<file path="src/rtl/core/wdwr_pkg.sv">
// ----------------------------------------------------------------------------
// wdwr_pkg
// Shared types and constants for the weighted draw without replacement block.
// ----------------------------------------------------------------------------
`default_nettype none

package wdwr_pkg;

  localparam int unsigned ENTRIES_DEF    = 64;
  localparam int unsigned COUNT_BITS_DEF = 16;

  localparam int unsigned TOTAL_BITS  = 22;
  localparam int unsigned SLOT_W      = 6;
  localparam int unsigned LEFT_W      = 16;
  localparam int unsigned WEIGHT_W    = 16;
  localparam int unsigned RANDOM_W    = 31;

  localparam logic [TOTAL_BITS-1:0] TOTAL_MAX = '1;

  typedef enum logic {
    CMD_APPEND = 1'b0,
    CMD_DRAW   = 1'b1
  } cmd_e;

  typedef enum logic [1:0] {
    STS_OK         = 2'd0,
    STS_TOTAL_ZERO = 2'd1,
    STS_FULL       = 2'd2,
    STS_NOT_FOUND  = 2'd3
  } status_e;

  typedef struct packed {
    cmd_e                cmd;
    logic [WEIGHT_W-1:0] weight;
    logic [RANDOM_W-1:0] random;
  } wdwr_req_t;

  typedef struct packed {
    status_e               status;
    logic [SLOT_W-1:0]     picked_slot;
    logic [LEFT_W-1:0]     picked_left;
    logic [TOTAL_BITS-1:0] total_left;
  } wdwr_rsp_t;

endpackage

`default_nettype wire

</file>
<file path="src/rtl/core/wdwr_ram.sv">
// ----------------------------------------------------------------------------
// wdwr_ram
// Generic single write port, single read port RAM with registered read data.
// ----------------------------------------------------------------------------
`default_nettype none

module wdwr_ram #(
  parameter int unsigned WIDTH = 16,
  parameter int unsigned DEPTH = 64,
  localparam int unsigned ADDR_W = (DEPTH > 1) ? $clog2(DEPTH) : 1
) (
  input  wire logic              clk_i,
  input  wire logic              we_i,
  input  wire logic [ADDR_W-1:0] waddr_i,
  input  wire logic [WIDTH-1:0]  wdata_i,
  input  wire logic [ADDR_W-1:0] raddr_i,
  output logic      [WIDTH-1:0]  rdata_o
);

  logic [WIDTH-1:0] mem_q [DEPTH];

  always_ff @(posedge clk_i) begin
    if (we_i) begin
      mem_q[waddr_i] <= wdata_i;
    end
    rdata_o <= mem_q[raddr_i];
  end

endmodule

`default_nettype wire

</file>
<file path="src/rtl/core/wdwr_mod.sv">
// ----------------------------------------------------------------------------
// wdwr_mod
// Bit-serial restoring remainder unit: random value modulo the running total,
// one dividend bit per cycle.
// ----------------------------------------------------------------------------
`default_nettype none

module wdwr_mod
  import wdwr_pkg::*;
(
  input  wire logic                  clk_i,
  input  wire logic                  rst_ni,
  input  wire logic                  start_i,
  input  wire logic [RANDOM_W-1:0]   dividend_i,
  input  wire logic [TOTAL_BITS-1:0] divisor_i,
  output logic                       done_o,
  output logic [TOTAL_BITS-1:0]      rem_o
);

  localparam int unsigned CNT_W = $clog2(RANDOM_W);

  logic                  run_q, run_d;
  logic                  done_q, done_d;
  logic [CNT_W-1:0]      cnt_q, cnt_d;
  logic [RANDOM_W-1:0]   dvd_q, dvd_d;
  logic [TOTAL_BITS:0]   rem_q, rem_d;
  logic [TOTAL_BITS-1:0] div_q, div_d;
  logic [TOTAL_BITS:0]   rem_sh;

  always_comb begin
    run_d  = run_q;
    done_d = 1'b0;
    cnt_d  = cnt_q;
    dvd_d  = dvd_q;
    rem_d  = rem_q;
    div_d  = div_q;
    rem_sh = {rem_q[TOTAL_BITS-1:0], dvd_q[RANDOM_W-1]};
    if (start_i) begin
      run_d = 1'b1;
      cnt_d = '0;
      dvd_d = dividend_i;
      rem_d = '0;
      div_d = divisor_i;
    end else if (run_q) begin
      dvd_d = {dvd_q[RANDOM_W-2:0], 1'b0};
      if (rem_sh >= {1'b0, div_q}) begin
        rem_d = rem_sh - {1'b0, div_q};
      end else begin
        rem_d = rem_sh;
      end
      cnt_d = cnt_q + 1'b1;
      if (cnt_q == CNT_W'(RANDOM_W - 1)) begin
        run_d  = 1'b0;
        done_d = 1'b1;
      end
    end
  end

  always_ff @(posedge clk_i or negedge rst_ni) begin
    if (!rst_ni) begin
      run_q  <= 1'b0;
      done_q <= 1'b0;
      cnt_q  <= '0;
    end else begin
      run_q  <= run_d;
      done_q <= done_d;
      cnt_q  <= cnt_d;
    end
  end

  always_ff @(posedge clk_i) begin
    dvd_q <= dvd_d;
    rem_q <= rem_d;
    div_q <= div_d;
  end

  assign done_o = done_q;
  assign rem_o  = rem_q[TOTAL_BITS-1:0];

endmodule

`default_nettype wire

</file>
<file path="src/rtl/core/weighted_draw_without_replacement_top.sv">
// ----------------------------------------------------------------------------
// weighted_draw_without_replacement_top
// Table of reference counts with a running total; appends entries and draws
// one entry at random in proportion to its remaining count.
// ----------------------------------------------------------------------------
// append, or draw with a zero total: result strobe in the cycle after the request
// draw: serial remainder unit first, then one slot per cycle over
//   the table (RAM read pipelined)
// busy is high while a draw is in progress; the receiver cannot stall results
// reset clears the slot count and the total; table RAM needs no clearing pass
// ----------------------------------------------------------------------------
`default_nettype none

module weighted_draw_without_replacement_top
  import wdwr_pkg::*;
#(
  parameter int unsigned ENTRIES    = ENTRIES_DEF,
  parameter int unsigned COUNT_BITS = COUNT_BITS_DEF
) (
  input  wire logic      clk_i,
  input  wire logic      rst_ni,
  input  wire logic      start,
  input  wire wdwr_req_t req_i,
  output logic           busy,
  output logic           done_o,
  output wdwr_rsp_t      rsp_o
);

  localparam int unsigned ADDR_W = $clog2(ENTRIES);
  localparam int unsigned USED_W = $clog2(ENTRIES + 1);
  localparam int unsigned SUM_W  =
    ((COUNT_BITS > TOTAL_BITS) ? COUNT_BITS : TOTAL_BITS) + 1;
  localparam int unsigned CMP_W  = (COUNT_BITS > WEIGHT_W) ? COUNT_BITS : WEIGHT_W;
  localparam logic [COUNT_BITS-1:0] COUNT_MAX = '1;

  typedef enum logic [2:0] {
    ST_IDLE = 3'b001,
    ST_MOD  = 3'b010,
    ST_WALK = 3'b100
  } state_e;

  state_e                state_q, state_d;
  logic [USED_W-1:0]     used_q, used_d;
  logic [TOTAL_BITS-1:0] total_q, total_d;
  logic [USED_W-1:0]     rd_idx_q, rd_idx_d;
  logic [ADDR_W-1:0]     chk_idx_q, chk_idx_d;
  logic                  dvld_q, dvld_d;
  logic [SUM_W-1:0]      sum_q, sum_d;
  logic [TOTAL_BITS-1:0] target_q, target_d;
  logic                  done_q, done_d;
  wdwr_rsp_t             rsp_q, rsp_d;

  logic                  mod_start;
  logic                  mod_done;
  logic [TOTAL_BITS-1:0] mod_rem;

  logic                  we;
  logic [ADDR_W-1:0]     waddr;
  logic [COUNT_BITS-1:0] wdata;
  logic [COUNT_BITS-1:0] rdata;

  logic [COUNT_BITS-1:0] w_cnt;
  logic [SUM_W-1:0]      tot_add;
  logic [TOTAL_BITS-1:0] tot_sat;
  logic [SUM_W-1:0]      sum_nx;
  logic                  hit;
  logic [COUNT_BITS-1:0] dec_cnt;

  assign w_cnt   = (CMP_W'(req_i.weight) > CMP_W'(COUNT_MAX)) ? COUNT_MAX
                 : COUNT_BITS'(CMP_W'(req_i.weight));
  assign tot_add = SUM_W'(total_q) + SUM_W'(w_cnt);
  assign tot_sat = (tot_add > SUM_W'(TOTAL_MAX)) ? TOTAL_MAX : TOTAL_BITS'(tot_add);
  assign sum_nx  = sum_q + SUM_W'(rdata);
  assign hit     = SUM_W'(target_q) < sum_nx;
  assign dec_cnt = rdata - 1'b1;

  always_comb begin
    state_d   = state_q;
    used_d    = used_q;
    total_d   = total_q;
    rd_idx_d  = rd_idx_q;
    chk_idx_d = chk_idx_q;
    dvld_d    = dvld_q;
    sum_d     = sum_q;
    target_d  = target_q;
    done_d    = 1'b0;
    rsp_d     = rsp_q;
    mod_start = 1'b0;
    we        = 1'b0;
    waddr     = used_q[ADDR_W-1:0];
    wdata     = w_cnt;

    unique case (state_q)
      ST_IDLE: begin
        if (start) begin
          done_d = 1'b1;
          if (req_i.cmd == CMD_APPEND) begin
            if (used_q >= USED_W'(ENTRIES)) begin
              rsp_d = '{status: STS_FULL, picked_slot: '0, picked_left: '0,
                        total_left: total_q};
            end else begin
              we      = 1'b1;
              used_d  = used_q + 1'b1;
              total_d = tot_sat;
              rsp_d   = '{status: STS_OK, picked_slot: SLOT_W'(used_q),
                          picked_left: LEFT_W'(w_cnt), total_left: tot_sat};
            end
          end else if (total_q == '0) begin
            rsp_d = '{status: STS_TOTAL_ZERO, picked_slot: '0, picked_left: '0,
                      total_left: '0};
          end else begin
            done_d    = 1'b0;
            mod_start = 1'b1;
            state_d   = ST_MOD;
          end
        end
      end

      ST_MOD: begin
        if (mod_done) begin
          target_d = mod_rem;
          rd_idx_d = '0;
          dvld_d   = 1'b0;
          sum_d    = '0;
          state_d  = ST_WALK;
        end
      end

      ST_WALK: begin
        if (rd_idx_q < used_q) begin
          rd_idx_d  = rd_idx_q + 1'b1;
          chk_idx_d = rd_idx_q[ADDR_W-1:0];
          dvld_d    = 1'b1;
        end else begin
          dvld_d = 1'b0;
        end
        if (dvld_q && hit) begin
          we      = 1'b1;
          waddr   = chk_idx_q;
          wdata   = dec_cnt;
          total_d = total_q - 1'b1;
          done_d  = 1'b1;
          rsp_d   = '{status: STS_OK, picked_slot: SLOT_W'(chk_idx_q),
                      picked_left: LEFT_W'(dec_cnt), total_left: total_q - 1'b1};
          state_d = ST_IDLE;
        end else begin
          if (dvld_q) begin
            sum_d = sum_nx;
          end
          if (rd_idx_q >= used_q) begin
            done_d  = 1'b1;
            rsp_d   = '{status: STS_NOT_FOUND, picked_slot: '0, picked_left: '0,
                        total_left: total_q};
            state_d = ST_IDLE;
          end
        end
      end

      default: begin
        state_d = ST_IDLE;
      end
    endcase
  end

  always_ff @(posedge clk_i or negedge rst_ni) begin
    if (!rst_ni) begin
      state_q <= ST_IDLE;
      used_q  <= '0;
      total_q <= '0;
      done_q  <= 1'b0;
      dvld_q  <= 1'b0;
    end else begin
      state_q <= state_d;
      used_q  <= used_d;
      total_q <= total_d;
      done_q  <= done_d;
      dvld_q  <= dvld_d;
    end
  end

  always_ff @(posedge clk_i) begin
    rd_idx_q  <= rd_idx_d;
    chk_idx_q <= chk_idx_d;
    sum_q     <= sum_d;
    target_q  <= target_d;
    rsp_q     <= rsp_d;
  end

  wdwr_mod u_mod (
    .clk_i     (clk_i),
    .rst_ni    (rst_ni),
    .start_i   (mod_start),
    .dividend_i(req_i.random),
    .divisor_i (total_q),
    .done_o    (mod_done),
    .rem_o     (mod_rem)
  );

  wdwr_ram #(
    .WIDTH(COUNT_BITS),
    .DEPTH(ENTRIES)
  ) u_ram (
    .clk_i  (clk_i),
    .we_i   (we),
    .waddr_i(waddr),
    .wdata_i(wdata),
    .raddr_i(rd_idx_q[ADDR_W-1:0]),
    .rdata_o(rdata)
  );

  assign busy   = (state_q != ST_IDLE);
  assign done_o = done_q;
  assign rsp_o  = rsp_q;

endmodule

`default_nettype wire

</file>
<file path="config.mk">
export PLATFORM = sky130hd
export DESIGN_NAME = weighted_draw_without_replacement_top
export DESIGN_NICKNAME = d
export VERILOG_FILES = /design/src/rtl/core/wdwr_pkg.sv /design/src/rtl/core/wdwr_ram.sv /design/src/rtl/core/wdwr_mod.sv /design/src/rtl/core/weighted_draw_without_replacement_top.sv
export SDC_FILE = /design/constraint.sdc
export NUM_CORES = 2
export LEC_CHECK = 0
export BUFFER_PORTS_ARGS = -buffer_cell sky130_fd_sc_hd__buf_2
export CORE_MARGIN = 2
export CORE_UTILIZATION = 31
export CTS_CLUSTER_DIAMETER = 80
export DETAILED_ROUTE_END_ITERATION = 7
export PLACE_DENSITY = 0.52
export SYNTH_ARGS = -nofsm -noshare
export SYNTH_HDL_FRONTEND = slang
export SYNTH_SLANG_ARGS = --single-unit
</file>
<file path="constraint.sdc">
create_clock -name clk_i -period 7.67 [get_ports clk_i]
set_input_delay 0.3835 -clock clk_i [delete_from_list [all_inputs] [get_ports clk_i]]
set_output_delay 0.3835 -clock clk_i [all_outputs]
set_load 0.01 [all_outputs]
</file>
==> results.json <==
{
  "status": "complete, no violations",
  "cts_root_buffer": "clkbuf_16",
  "wl_per_cell_um": 25.56,
  "skew_ps": 41.14,
  "gp_congestion": 0.8437,
  "grt_max_degree": 116,
  "drt-total-wl_um": 142500,
  "portBuffers": 98,
  "synth_nets": 3144,
  "worst_pin_slew_ps": 1161,
  "syn_inst": 3001,
  "grt_pass1_vias": 28690,
  "area_growth_pct": 16.37,
  "crit_required_ps": 8190,
  "cp-start-kind": "register",
  "hold_viol_final": 0,
  "async_reset_ff_frac": 0.03254,
  "p_leak_uw": 0.02024,
  "ys_seq_area_frac": 0.7000,
  "fillerInstances": 15930,
  "startpoint": "u_ram.rdata_o[0]",
  "fp.dieH_um": 418.3,
  "synth_cell_types": 83,
  "io_pins": 99,
  "grt_pass1_wl_um": 206000,
  "syn_area_mm2": 0.05321,
  "highest_layer": "met5",
  "critPathSlowestCell": "a32oi_1",
  "grt_antenna_before_repair": 6,
  "maxCapViolCount": 0,
  "m1WireLength_um": 63040,
  "viasPerCell": 5.149,
  "crit_buf_inv": 2,
  "synth_warnings": 0,
  "rows": 152,
  "num_vias": 28720,
  "path_cells": "ha_1 -> fa_1 -> a211oi_1 -> nor2_1 -> o31ai_1 -> o21bai_1 -> a21o_1 -> a21oi_1 -> xor2_1 -> ha_1 -> a21oi_1 -> o21ai_0 -> a221oi_1 -> o21ai_0 -> nor3_1 -> o21ai_4 -> buf_4 -> a32oi_1 -> nor2_2 -> buf_4",
  "clk_latency_ps": 800,
  "drt-pass1-iter-count": 5,
  "drt_iter0_markers": 2742,
  "die_width_um": 418.3,
  "antenna_left": 0,
  "start_util": 0.3109,
  "drive_gt1_frac": 0.2543,
  "min_period_ps": 6880,
  "cp.arrival_ps": 7400,
  "vdd_drop_max_mv": 0.2175,
  "setup_viol": 0,
  "rsz0062_at_grt": "no",
  "hp-start": "req_i[38]",
  "cts_sinks": 1260,
  "end_kind": "register",
  "synth_enable_flop_cells": 1181,
  "synth_area_leader_cell": "edfxtp_1",
  "crit_family": "compound AO/OA/AOI/OAI gates",
  "synth_top_area_frac": 0.6664,
  "synth_commonest_cells": "1,181 x edfxtp_1, 336 x mux4_2, 210 x nand2_1",
  "cp_max_fo": 13,
  "numCtsBuffers": 134,
  "cts_tree": "yes",
  "ys_seq_elements": 1260,
  "htree_levels": 4,
  "clockBufferDepth": 3,
  "relSlewSlack": 0.2224,
  "synth_area_leaders": "edfxtp_1 67%, mux4_2 14%, ha_1 2.1%",
  "nets": 3381,
  "core_mm2": 0.1712,
  "reg2reg_from": "u_ram.rdata_o[0]",
  "tns_ps": 0,
  "fmax_mhz": 145.4,
  "fin_total_pwr_uw": 14960,
  "die-area_mm2": 0.1750,
  "hp-class": "in2reg",
  "grt_overflow_total": 0,
  "drv_slew": 0,
  "drc": 0,
  "yosysMostFrequentCell": "edfxtp_1",
  "place_hpwl_um": 90200,
  "wl_met3_um": 6361,
  "avgSynthCellArea_um2": 17.73,
  "timing.final.crit_share": 0.8969,
  "max_stage_delay_ps": 950,
  "grtUsageTotal": 0.1616,
  "synthFlopType": "edfxtp_1",
  "cts.reportedPaths.clkPinSlew_ps": 60,
  "wl_met2_um": 69550,
  "p_per_area_mw_per_mm2": 241.6,
  "critical_path_class": "reg2reg"
}
worst min-delay path, delay by kind of cell:
family / cells / cell delay, ps
compound gates: 1 / 110
simple gates: 1 / 50
buf+inv: 1 / 120
area by class of cell:
type                       instances  area [um^2]  share of cell area
inverter                          59        221.5            0.003576
clock inverter                    75        619.3             0.01000
timing repair buffer             256         1907             0.03079
sequential                      1260        37250              0.6016
multi-input combinational       1527        15520              0.2506
clock buffer                     165         3606             0.05823
tap                             2233         2794             0.04512
antenna                            2        5.005          0.00008082
power by group:
group	leakage (uW)	internal (uW)	switching, uW	total [uW]
clock network	0.00204	3510	2740	6250
logic	0.00672	341	548	889
registers	0.0115	7700	123	7820
state kept, by name (all words and copies together), names as in the netlist, 3 cells and up:
name and cells:
rd_idx_q 7, u_mod.cnt_q 5, u_ram.mem_q 1024, sum_q 23, used_q 7, u_mod.rem_q 22
u_mod.dvd_q 31, u_mod.div_q 22, total_q 22, chk_idx_q 6, state_q 3, target_q 22
rsp_o 46, u_ram.rdata_o 16
kinds of logic (layout without fill, tap and decap cells):
| family | Yosys count | count (layout) | share of synthesized area |
|---|---|---|---|
| XOR/XNOR | 77 | 77 | 0.01267 |
| flip-flops | 1260 | 1260 | 0.7000 |
| other | 0 | 2 | 0 |
| adder cells (fa/ha/maj) | 92 | 92 | 0.02205 |
| AO/OA/AOI/OAI | 392 | 392 | 0.04923 |
| multiplexers | 361 | 361 | 0.1470 |
| AND/OR/NAND/NOR | 605 | 605 | 0.05295 |
| buffers and inverters | 214 | 555 | 0.01608 |
what timing repair did:
action / 4_1_cts / 5_1_grt
setup buffers: 0 / 0
resized for setup: 0 / 0
hold buffers: 37 / 0
endpoints found under the hold margin: 76 / 0
layout by cell type (no fill, tap or decap), types with 12 or more instances in the layout:
master	count
dfxtp_1	38
a21oi_1	86
dfrtp_1	40
clkinv_1	35
nor3_1	43
clkbuf_1	23
o22ai_1	17
nor2b_1	15
or3_1	25
dlygate4sd3_1	37
clkbuf_16	139
buf_4	110
nand3_1	43
nor2_1	119
xnor2_1	42
o211ai_1	14
o21ai_0	80
nor3_2	28
xor2_1	35
inv_1	56
ha_1	89
nor2_2	36
a21o_1	28
and3_1	12
edfxtp_1	1181
buf_2	98
nand4_1	21
mux2i_1	22
o21ai_4	13
mux4_2	336
o311ai_0	15
a31oi_1	15
nand2_1	209
a211oi_1	19
clkinv_2	18
metrics by stage:
stage / cell area, um^2 / std cells / util / hold WS, ps / setup slack [ps]
final: 61930 / 5577 / 0.3618 / 29.76 / 790.4
after global routing: 61920 / 5575 / 0.3618 / 18.77 / 310.8
after CTS: 61920 / 5575 / 0.3618 / 6.221 / 808.2
after detailed placement: 57330 / 5298 / 0.3349 / 454.8 / 801.0
after global placement: 57330 / 5298 / 0.3349 / 453.3 / 847.6
after floorplan: 53210 / 3001 / - / 87.91 / 298.9
path summary, 6_finish.rpt:
| kind | end | slack (ps) | depth (start not counted) |
|---|---|---|---|
| worst max-delay path | u_ram.mem_q[36][0] | 790 | 20 |
| worst min-delay path | rsp_o[29] | 30 | 3 |
| worst max register to register | u_ram.mem_q[36][0] | 790 | 20 |
| worst min register to register | state_q[1] | 470 | 1 |
| max in group asynchronous | used_q[0] | 6930 | 3 |
| min in group asynchronous | u_mod.run_q | 270 | 3 |
metal layers:
metal  track usage  vias to the layer above
met5             0                        -
met4       0.04748                        2
met3       0.02306                      185
met2        0.2651                      761
met1        0.2231                    15120
li1              -                    12650
No activity file was read; power rests on OpenSTA's default activity.
